<file path="src/ilfs_pkg.sv">
// Shared types and constants for the chat line field splitter.
// No dependencies; used by ilfs_parse and irc_line_field_splitter.

package ilfs_pkg;

  // Parse phases.
  localparam logic [2:0] PH_SKIP = 3'd0;
  localparam logic [2:0] PH_NICK = 3'd1;
  localparam logic [2:0] PH_USER = 3'd2;
  localparam logic [2:0] PH_HOST = 3'd3;
  localparam logic [2:0] PH_CMD  = 3'd4;
  localparam logic [2:0] PH_RCPT = 3'd5;
  localparam logic [2:0] PH_MSG  = 3'd6;
  localparam logic [2:0] PH_DONE = 3'd7;

  // Field tags.
  localparam logic [2:0] TAG_NONE = 3'd0;
  localparam logic [2:0] TAG_NICK = 3'd1;
  localparam logic [2:0] TAG_USER = 3'd2;
  localparam logic [2:0] TAG_HOST = 3'd3;
  localparam logic [2:0] TAG_CMD  = 3'd4;
  localparam logic [2:0] TAG_RCPT = 3'd5;
  localparam logic [2:0] TAG_MSG  = 3'd6;
  localparam logic [2:0] TAG_IGN  = 3'd7;

  // Event kinds.
  localparam logic [2:0] EV_SERVER = 3'd0;
  localparam logic [2:0] EV_MSG    = 3'd1;
  localparam logic [2:0] EV_JOIN   = 3'd2;
  localparam logic [2:0] EV_PART   = 3'd3;
  localparam logic [2:0] EV_QUIT   = 3'd4;
  localparam logic [2:0] EV_BOT    = 3'd5;

  localparam logic [7:0] CH_BANG  = 8'h21;
  localparam logic [7:0] CH_AT    = 8'h40;
  localparam logic [7:0] CH_COLON = 8'h3A;
  localparam logic [7:0] CH_SPACE = 8'h20;
  localparam logic [7:0] CH_CR    = 8'h0D;
  localparam logic [7:0] CH_LF    = 8'h0A;

  localparam logic [31:0] CMD_JOIN = 32'h4A4F494E;
  localparam logic [31:0] CMD_PART = 32'h50415254;
  localparam logic [31:0] CMD_QUIT = 32'h51554954;

  localparam logic [9:0] POS_MAX    = 10'd1023;
  localparam logic [9:0] POS_OUTMAX = 10'd511;
  localparam logic [4:0] CLEN_MAX   = 5'd31;
  localparam logic [4:0] CLEN_WORD  = 5'd4;

  typedef struct packed {
    logic [2:0]  phase;
    logic [9:0]  pos;
    logic [2:0]  evt;
    logic [31:0] cmd_shift;
    logic [4:0]  cmd_len;
    logic        colon_ok;
  } parse_state_t;

  typedef struct packed {
    logic [2:0] tag;
    logic [7:0] char_val;
    logic [8:0] pos;
    logic       store;
    logic [2:0] evt;
    logic       done;
  } result_t;

  localparam parse_state_t STATE_RESET = '{
    phase: PH_SKIP, pos: 10'd0, evt: EV_SERVER, cmd_shift: 32'd0, cmd_len: 5'd0,
    colon_ok: 1'b0
  };

endpackage

</file>
<file path="src/irc_line_field_splitter.sv">
// Top level of the chat line field splitter: handshake, input and result registers.
// Depends on ilfs_pkg and ilfs_parse.

// Takes one byte per cycle and returns one tagged result per byte, in order;
// throughput is one byte every clock cycle while the output does not stall.
// The input register and the result register sit around the combinational
// parse logic. A byte waits in the input register, and its result is then
// registered in the result register, where it is presented. The parser state
// advances when a byte moves from the input register into the result register.
// A stall on the output side holds the result register, and once the input
// register is full it holds that too and backs up into in_stall_o.

module irc_line_field_splitter #(
  parameter int NICK_LEN = 32,
  parameter int HOST_LEN = 64,
  parameter int CMD_LEN  = 16,
  parameter int CHAN_LEN = 64,
  parameter int MSG_LEN  = 512
) (
  input  logic       clk_i,
  input  logic       rst_ni,
  input  logic       in_valid_i,
  output logic       in_stall_o,
  input  logic [7:0] line_byte_i,
  input  logic       line_start_i,
  output logic       out_valid_o,
  input  logic       out_stall_i,
  output logic [2:0] field_tag_o,
  output logic [7:0] char_out_o,
  output logic [8:0] char_pos_o,
  output logic       store_char_o,
  output logic [2:0] event_kind_o,
  output logic       line_done_o
);

  logic                   in_v_q;
  logic [7:0]             byte_q;
  logic                   start_q;
  logic                   out_v_q;
  ilfs_pkg::result_t      res_q;
  ilfs_pkg::result_t      res_d;
  ilfs_pkg::parse_state_t state_q;
  ilfs_pkg::parse_state_t state_d;
  logic                   adv_out;
  logic                   adv_in;
  logic                   move;

  assign adv_out = !out_v_q || !out_stall_i;
  assign adv_in  = !in_v_q || adv_out;
  assign move    = in_v_q && adv_out;

  assign in_stall_o = !adv_in;

  ilfs_parse #(
    .NICK_LEN(NICK_LEN),
    .HOST_LEN(HOST_LEN),
    .CMD_LEN (CMD_LEN),
    .CHAN_LEN(CHAN_LEN),
    .MSG_LEN (MSG_LEN)
  ) u_parse (
    .state_i     (state_q),
    .line_byte_i (byte_q),
    .line_start_i(start_q),
    .state_o     (state_d),
    .result_o    (res_d)
  );

  always_ff @(posedge clk_i or negedge rst_ni) begin
    if (!rst_ni) begin
      in_v_q  <= 1'b0;
      out_v_q <= 1'b0;
      state_q <= ilfs_pkg::STATE_RESET;
    end else begin
      if (adv_in) begin
        in_v_q <= in_valid_i;
      end
      if (adv_out) begin
        out_v_q <= in_v_q;
      end
      if (move) begin
        state_q <= state_d;
      end
    end
  end

  always_ff @(posedge clk_i) begin
    if (adv_in && in_valid_i) begin
      byte_q  <= line_byte_i;
      start_q <= line_start_i;
    end
    if (move) begin
      res_q <= res_d;
    end
  end

  assign out_valid_o  = out_v_q;
  assign field_tag_o  = res_q.tag;
  assign char_out_o   = res_q.char_val;
  assign char_pos_o   = res_q.pos;
  assign store_char_o = res_q.store;
  assign event_kind_o = res_q.evt;
  assign line_done_o  = res_q.done;

endmodule

</file>
<file path="src/ilfs_parse.sv">
// Per-byte parse logic: next parser state and the tagged result for one byte.
// Depends on ilfs_pkg.

module ilfs_parse #(
  parameter int NICK_LEN = 32,
  parameter int HOST_LEN = 64,
  parameter int CMD_LEN  = 16,
  parameter int CHAN_LEN = 64,
  parameter int MSG_LEN  = 512
) (
  input  ilfs_pkg::parse_state_t state_i,
  input  logic [7:0]             line_byte_i,
  input  logic                   line_start_i,
  output ilfs_pkg::parse_state_t state_o,
  output ilfs_pkg::result_t      result_o
);

  localparam logic [9:0] NickLim = 10'(NICK_LEN - 1);
  localparam logic [9:0] HostLim = 10'(HOST_LEN);
  localparam logic [9:0] CmdLim  = 10'(CMD_LEN - 1);
  localparam logic [9:0] ChanLim = 10'(CHAN_LEN - 1);
  localparam logic [9:0] MsgLim  = 10'(MSG_LEN - 3);

  ilfs_pkg::parse_state_t st;
  ilfs_pkg::parse_state_t nx;
  ilfs_pkg::result_t      res;
  logic                   eol;
  logic                   done;
  logic                   emit;
  logic [9:0]             limit;
  logic [2:0]             emit_tag;
  logic [2:0]             cmd_evt;

  always_comb begin
    st  = line_start_i ? ilfs_pkg::STATE_RESET : state_i;
    eol = (line_byte_i == ilfs_pkg::CH_CR) || (line_byte_i == ilfs_pkg::CH_LF);
    nx  = st;
    done     = 1'b0;
    emit     = 1'b0;
    limit    = NickLim;
    emit_tag = ilfs_pkg::TAG_NONE;

    // Exact match on the command, valid only for a four-byte command.
    cmd_evt = st.evt;
    if (st.cmd_len == ilfs_pkg::CLEN_WORD) begin
      if (st.cmd_shift == ilfs_pkg::CMD_JOIN) begin
        cmd_evt = ilfs_pkg::EV_JOIN;
      end else if (st.cmd_shift == ilfs_pkg::CMD_PART) begin
        cmd_evt = ilfs_pkg::EV_PART;
      end else if (st.cmd_shift == ilfs_pkg::CMD_QUIT) begin
        cmd_evt = ilfs_pkg::EV_QUIT;
      end
    end

    res.tag      = ilfs_pkg::TAG_NONE;
    res.char_val = line_byte_i;
    res.pos      = 9'd0;
    res.store    = 1'b0;

    case (st.phase)
      ilfs_pkg::PH_SKIP: begin
        nx.phase = ilfs_pkg::PH_NICK;
        nx.pos = 10'd0;
        nx.colon_ok = 1'b0;
      end
      ilfs_pkg::PH_NICK: begin
        if (eol || line_byte_i == ilfs_pkg::CH_SPACE) begin
          done = 1'b1;
        end else if (line_byte_i == ilfs_pkg::CH_BANG) begin
          nx.evt = ilfs_pkg::EV_MSG;
          nx.phase = ilfs_pkg::PH_USER;
          nx.pos = 10'd0;
          nx.colon_ok = 1'b0;
        end else begin
          emit = 1'b1;
          emit_tag = ilfs_pkg::TAG_NICK;
          limit = NickLim;
        end
      end
      ilfs_pkg::PH_USER: begin
        if (eol) begin
          done = 1'b1;
        end else if (line_byte_i == ilfs_pkg::CH_AT) begin
          nx.phase = ilfs_pkg::PH_HOST;
          nx.pos = 10'd0;
          nx.colon_ok = 1'b0;
        end else begin
          emit = 1'b1;
          emit_tag = ilfs_pkg::TAG_USER;
          limit = NickLim;
        end
      end
      ilfs_pkg::PH_HOST: begin
        if (eol) begin
          done = 1'b1;
        end else if (line_byte_i == ilfs_pkg::CH_SPACE) begin
          nx.phase = ilfs_pkg::PH_CMD;
          nx.pos = 10'd0;
          nx.colon_ok = 1'b0;
        end else begin
          emit = 1'b1;
          emit_tag = ilfs_pkg::TAG_HOST;
          limit = HostLim;
        end
      end
      ilfs_pkg::PH_CMD: begin
        if (eol || line_byte_i == ilfs_pkg::CH_SPACE) begin
          nx.evt = cmd_evt;
          if (eol) begin
            done = 1'b1;
          end else begin
            nx.phase = ilfs_pkg::PH_RCPT;
            nx.pos = 10'd0;
            nx.colon_ok = 1'b1;
          end
        end else begin
          nx.cmd_shift = {st.cmd_shift[23:0], line_byte_i};
          if (st.cmd_len < ilfs_pkg::CLEN_MAX) begin
            nx.cmd_len = st.cmd_len + 5'd1;
          end
          emit = 1'b1;
          emit_tag = ilfs_pkg::TAG_CMD;
          limit = CmdLim;
        end
      end
      ilfs_pkg::PH_RCPT: begin
        if (eol) begin
          done = 1'b1;
        end else if (line_byte_i == ilfs_pkg::CH_SPACE) begin
          nx.phase = ilfs_pkg::PH_MSG;
          nx.pos = 10'd0;
          nx.colon_ok = 1'b1;
        end else if (st.colon_ok && line_byte_i == ilfs_pkg::CH_COLON) begin
          nx.colon_ok = 1'b0;
        end else begin
          nx.colon_ok = 1'b0;
          emit = 1'b1;
          emit_tag = ilfs_pkg::TAG_RCPT;
          limit = ChanLim;
        end
      end
      ilfs_pkg::PH_MSG: begin
        if (eol) begin
          done = 1'b1;
        end else if (st.colon_ok && line_byte_i == ilfs_pkg::CH_COLON) begin
          nx.colon_ok = 1'b0;
        end else begin
          nx.colon_ok = 1'b0;
          // A message whose first byte is a bang is a bot command.
          if (st.pos == 10'd0 && line_byte_i == ilfs_pkg::CH_BANG) begin
            nx.evt = ilfs_pkg::EV_BOT;
          end
          emit = 1'b1;
          emit_tag = ilfs_pkg::TAG_MSG;
          limit = MsgLim;
        end
      end
      default: begin
        res.tag = ilfs_pkg::TAG_IGN;
      end
    endcase

    if (emit) begin
      res.tag   = emit_tag;
      res.pos   = (st.pos > ilfs_pkg::POS_OUTMAX) ? 9'd511 : st.pos[8:0];
      res.store = (st.pos < limit);
      if (st.pos < ilfs_pkg::POS_MAX) begin
        nx.pos = st.pos + 10'd1;
      end
    end

    if (done) begin
      res.tag = ilfs_pkg::TAG_NONE;
      res.pos = 9'd0;
      res.store = 1'b0;
      nx.phase = ilfs_pkg::PH_DONE;
      nx.pos = 10'd0;
      nx.colon_ok = 1'b0;
    end

    res.evt  = nx.evt;
    res.done = done;
    state_o  = nx;
    result_o = res;
  end

endmodule
</file>
<file path="config.mk">
export PLATFORM = sky130hd
export DESIGN_NAME = irc_line_field_splitter
export DESIGN_NICKNAME = d
export VERILOG_FILES = /design/src/ilfs_pkg.sv /design/src/irc_line_field_splitter.sv /design/src/ilfs_parse.sv
export SDC_FILE = /design/constraint.sdc
export NUM_CORES = 1
export LEC_CHECK = 0
export CAP_MARGIN = 20
export CORE_AREA = 4 4 127 129
export CTS_CLUSTER_DIAMETER = 80
export DETAILED_ROUTE_END_ITERATION = 8
export DIE_AREA = 0 0 131 133
export DONT_BUFFER_PORTS = 1
export PLACE_DENSITY = 0.54
export SLEW_MARGIN = 20
export SYNTH_ARGS = -nofsm -noshare
export SYNTH_HDL_FRONTEND = slang
export SYNTH_HIERARCHICAL = 1
export SYNTH_SLANG_ARGS = --single-unit
</file>
<file path="constraint.sdc">
create_clock -name clk_i -period 7.3 [get_ports clk_i]
set_clock_uncertainty 0.1 [all_clocks]
set_input_delay 1.095 -clock clk_i [delete_from_list [all_inputs] [get_ports clk_i]]
set_output_delay 1.095 -clock clk_i [all_outputs]
set_load 0.03 [all_outputs]
</file>
Word level (Yosys, flattened, before mapping)
Cells that the tools add are included.
{ "word_totals": {"reg_bits": 90, "latch_bits": 0, "ram_bits": 0, "rom_bits": 0, "in_bits": 13, "output_inout_bits": 27, "memories": 0} }
{ "classes": {"add_sub_neg": 2, "n_mul": 0, "n_div": 0, "order_cmp": 4, "eq_ne": 16, "shift": 0, "n_mux": 80, "bitwise": 1, "n_reduce_logical": 17} }
{ "ops": {"columns": ["op", "n"], "rows": [
  ["$mux 13", 8],
  ["$eq 32x31->1 const B", 3],
  ["$pmux 13 s6", 1],
  ["$mux 37", 2],
  ["$mux 10", 6],
  ["$mux 54", 1],
  ["$mux 3", 17],
  ["$mux 16", 3],
  ["$pmux 10 s4", 1],
  ["$mux 1", 28],
  ["$eq 8x6->1 const B", 3],
  ["$mux 9", 2],
  ["$pmux 3 s6", 1],
  ["$eq 8x4->1 const B", 2],
  ["$add 10x1->10 const B", 1],
  ["$gt 10x9->1 const B", 1],
  ["$logic_not 10->1", 1],
  ["$lt 10x10->1", 1],
  ["$lt 10x10->1 const B", 1],
  ["$mux 5", 2],
  ["$eq 3x3->1 const B", 3],
  ["$pmux 3 s3", 1],
  ["$eq 8x7->1 const B", 1],
  ["$mux 7", 1],
  ["other kinds (18)", 29]
]} }

Longest topological paths before layout
{ "logic_depth": {"word_depth": 11, "mapped_depth": 15} }

Cells and area by module
Netlist, hierarchy kept.
{ "modules_own_cells": {"columns": ["module", "n_inst", "cells_each", "area_per_inst_um2", "seq_area_each_um2"], "rows": [
  ["irc_line_field_splitter", 1, 156, 3367.0, 2422.3],
  ["ilfs_parse", 1, 417, 2551.2, 0.0]
]} }

Worst setup path after synthesis
OpenSTA, ideal clock, no wires.
{ "synth_timing": {"path_kind": "register -> register", "startpoint": "register start_q", "endpoint": "register state_q[39] in the netlist's numbering", "setup_time_ps": 125, "arrival_ps": 2927, "required_time_ps": 7075, "setup_slack_ps": 4148, "path_stages_with_launch": 15, "n_path_buf": 5, "cell_sequence": "edfxtp_1 -> clkbuf_1 -> clkbuf_1 -> clkbuf_1 -> clkbuf_1 -> nand2b_1 -> ha_1 -> nor4b_1 -> nand4_1 -> or3_1 -> o31a_1 -> o21ai_0 -> o21ai_0 -> buf_4 -> mux2_4"} }
{ "synth_rtl": {"columns": ["item", "line_no", "rtl"], "rows": [
  ["from (decl)", "irc_line_field_splitter.sv:38", "logic start_q;"],
  ["from (signal assigned)", "irc_line_field_splitter.sv:89", "start_q <= line_start_i;"],
  ["to (signal assigned)", "irc_line_field_splitter.sv:72", "state_q <= ilfs_pkg::STATE_RESET;"],
  ["to (signal assigned)", "irc_line_field_splitter.sv:81", "state_q <= state_d;"],
  ["to (decl)", "irc_line_field_splitter.sv:42", "ilfs_pkg::parse_state_t state_q;"]
]} }

Worst setup path after layout
{ "layout_timing": {"startpoint": "register byte_q[1]", "endpoint": "register res_q (netlist bit store_char_o), data pin"} }
{ "layout_between": {"elab_chain_len": 8, "elab_cells_between_ends": 37, "cone_classes": "order compare: 1; eq/ne: 6; mux: 25; bitwise: 1; reduce/logical: 4"} }
{ "layout_lines": {"columns": ["item", "line_no", "rtl"], "rows": [
  ["from (decl)", "irc_line_field_splitter.sv:37", "logic [7:0] byte_q;"],
  ["from (signal assigned)", "irc_line_field_splitter.sv:88", "byte_q <= line_byte_i;"],
  ["branches (longest 8 deep; another with $lt 10x10->1)", null, null],
  ["to (signal assigned)", "irc_line_field_splitter.sv:92", "res_q <= res_d;"],
  ["to (decl)", "irc_line_field_splitter.sv:40", "ilfs_pkg::result_t res_q;"]
]} }
Several ways; the timed one is not identified.
A chain may end at the register's enable or synchronous reset.

==> impl_metrics.ini <==
[die]
io_pins = 40
start_util_pct = 39.37
core_um2 = 15030
die_area_um2 = 17420
std_cell_rows = 45
die_x_um = 131
die_h_um = 133

[timing]
setup_tns_ps = 0
setup_viol = 0
drv_slew = 0
tightest_slew_ps = 906.6
fmax_ghz = 0.2772
slew_headroom_pct = 38.71
fin_crit_ps = 3607
min_period_over_period_pct = 49.41
rsz0062_at_grt = no
hold_violations = 0

[grt]
grt_pass1_wl_mm = 22.38
grt_max_degree = 75
grt_overflow = 0
grt_pass1_vias = 4189
grt_use_total_pct = 16.20
grt_antenna_before_repair = 0

[place]
hpwl_mm = 8.945
portBuffers = 0
gp_congestion = 0.8662

[yosys]
synth_nets = 598
synth-edff-count = 34
ys_types = 75
yosys_warnings = 6
async_reset_ff_share_pct = 62.22
syn_inst = 573
ys_top_cells_by_area = dfrtp_1 24%, edfxtp_1 17%, mux2_4 12%, nand2_1 4.9%, a21oi_1 4.1%
ys_ff_latch = 90
synth_area_um2 = 5918
ys_seq_area_share_pct = 40.93
synth_ff_type = dfrtp_1
synth_top_area_share_pct = 23.68
synth_area_per_cell_um2 = 10.33
yosysTopAreaCell = dfrtp_1

[clock_network]
clock_sinks = 90
cts.reportedPaths.clkPinSlew_ps = 60
cts_buffer_depth = 2
root_buffer = clkbuf_16
insertion_delay_ps = 350
holdBufCountCts = 0
cts_tree = done
cts_max_level = 3
cts_resized = 0
post_cts_buffers = 0
numCtsBuffers = 9

[cells_and_area]
layout.nets = 568
fill_cells = 1440
syn_to_final_growth_pct = 3.615
drive_gt1_share_pct = 16.24
fin_util_pct = 40.79
n_antenna_cell = 0

[critical_path]
cp-end-kind = flip-flop
cp_cell_sequence = or3b_2 -> a21boi_0 -> o21ai_0 -> nand2_2 -> nand2_1 -> ha_1 -> and4_1 -> nand2_1 -> a21oi_1 -> o2111ai_1 -> and3_1
crit_path_max_fanout = 28
critPathMaxStageDelay_ps = 560
crit_path_frequent_cell = nand2_1
worst_setup_path_start_kind = flip-flop
crit_type = reg2reg
crit_required_ps = 7310
critical_path_arrival_ps = 3620
slowest_stage = or3b_2

[detailed_routing]
ant_nets = 0
route.detailed.drc = 0
vias = 4184
routedWlPerCell_um = 18.45
drt_first_pass_iters = 6
viasPerCell = 5.685
initialDrtViolationCount = 523
routed_wl_mm = 13.58

[pwr]
leakagePower_nw = 2.449
irDropWorstVdd_v = 0.00009893
power_density_nw_per_um2 = 201.1

[status]
status = finished, final reports clean

[job]
maxCapViolations = 0

[worst_hold_path]
hold_class = in2async
## metrics by stage
step	worst slack [ps]	cell area [um^2]	instances	power (mW)	hold slack (ps)
floorplan	4148	5918	573	0.7607	346.6
global placement	3846	5851	720	0.7839	369.3
detailed placement	3718	5851	720	0.7825	391.3
CTS	3700	6132	736	1.249	324.9
global route	3404	6132	736	1.288	320.7
finish	3693	6132	736	1.233	338.1
## power by group
part	switching, mW	internal [mW]	leakage [nW]
Clock	0.193	0.266	0.138
Sequential	0.0577	0.555	1.10
Combinational	0.0952	0.0661	1.21
Total	0.346	0.887	2.45
## layout by cell type, fill, tap and decap left out, types with 6 or more instances in the layout
master / Yosys / layout
nor2_1: 16 / 16
clkbuf_16: 0 / 9
o21ai_0: 22 / 22
nor2b_1: 10 / 10
nand4_1: 8 / 8
nor3_1: 11 / 11
edfxtp_1: 34 / 34
a21oi_1: 49 / 49
nand2_1: 77 / 77
ha_1: 12 / 12
nor4b_1: 8 / 8
nand3b_1: 6 / 6
and2_1: 8 / 8
xnor2_1: 6 / 6
nand3_1: 9 / 9
inv_1: 18 / 18
dfrtp_1: 56 / 56
nand2b_1: 24 / 24
mux2_2: 6 / 6
mux2_4: 49 / 49
## logic make-up (layout without fill, tap and decap cells)
| family | after synthesis | count (layout) | synth area share [%] |
|---|---|---|---|
| simple gates | 220 | 220 | 21.31 |
| compound gates | 124 | 124 | 13.38 |
| flops | 90 | 90 | 40.93 |
| buf+inv | 63 | 38 | 6.892 |
| mux | 57 | 57 | 13.91 |
| fa+ha+maj | 12 | 12 | 2.537 |
| xor+xnor | 7 | 7 | 1.036 |
## Yosys cell counts, types with 5 or more instances
master	instances
buf_12	5
nand3_1	9
o211ai_1	5
nand4_1	8
inv_1	18
nor3_1	11
buf_6	5
buf_4	12
o21ai_0	22
nor3b_1	5
nor2b_1	10
mux2_4	49
ha_1	12
a211oi_1	5
xnor2_1	6
buf_2	6
a21oi_1	49
clkbuf_1	16
edfxtp_1	34
dfrtp_1	56
mux2_2	6
nand2_1	77
nand3b_1	6
nor2_1	16
nor4b_1	8
and2_1	8
nand2b_1	24
## sequential cells by signal, summed over array words and instances, names as in the netlist
register and cells:
start_q 1, line_done_o 1, char_pos_o 9, field_tag_o 3
out_valid_o 1, in_v_q 1, event_kind_o 3, state_q 54
store_char_o 1, byte_q 8, char_out_o 8
## final timing paths
kind / from / end / slack [ps] / cells past startpoint
max: byte_q[1] / store_char_o / 3690 / 11
min: rst_ni / state_q[10] / 340 / 0
max reg2reg: byte_q[1] / store_char_o / 3690 / 11
min reg2reg: in_v_q / out_valid_o / 400 / 1
max in group asynchronous: rst_ni / state_q[0] / 6660 / 0
min in group clk_i: in_v_q / out_valid_o / 400 / 1
## layer usage
layer | vias to the layer above | global-route usage [%] | routed length (um)
li1 | 2016 | - | -
met2 | 130 | 25.31 | 6589
met4 | 0 | 6.514 | 260
met3 | 25 | 3.310 | 570
met5 | - | 0 | 0
met1 | 2013 | 21.77 | 6157
## worst max-delay path, delay by kind of cell (launching register included)
| family | cells | cell delay, ps |
|---|---|---|
| fa+ha+maj | 1 | 310 |
| simple gates | 6 | 1640 |
| compound gates | 4 | 780 |
| flops | 1 | 530 |
## area by class of cell
cell class	count	area [um^2]	area share (%)
clock inverter	3	41.29	0.6733
clock buffer	13	240.2	3.918
sequential	90	2422	39.50
tap	188	235.2	3.836
inverter	18	67.56	1.102
timing repair buffer	4	30.03	0.4897
multi-input combinational	420	3095	50.48
No activity file was read; power rests on OpenSTA's default activity.
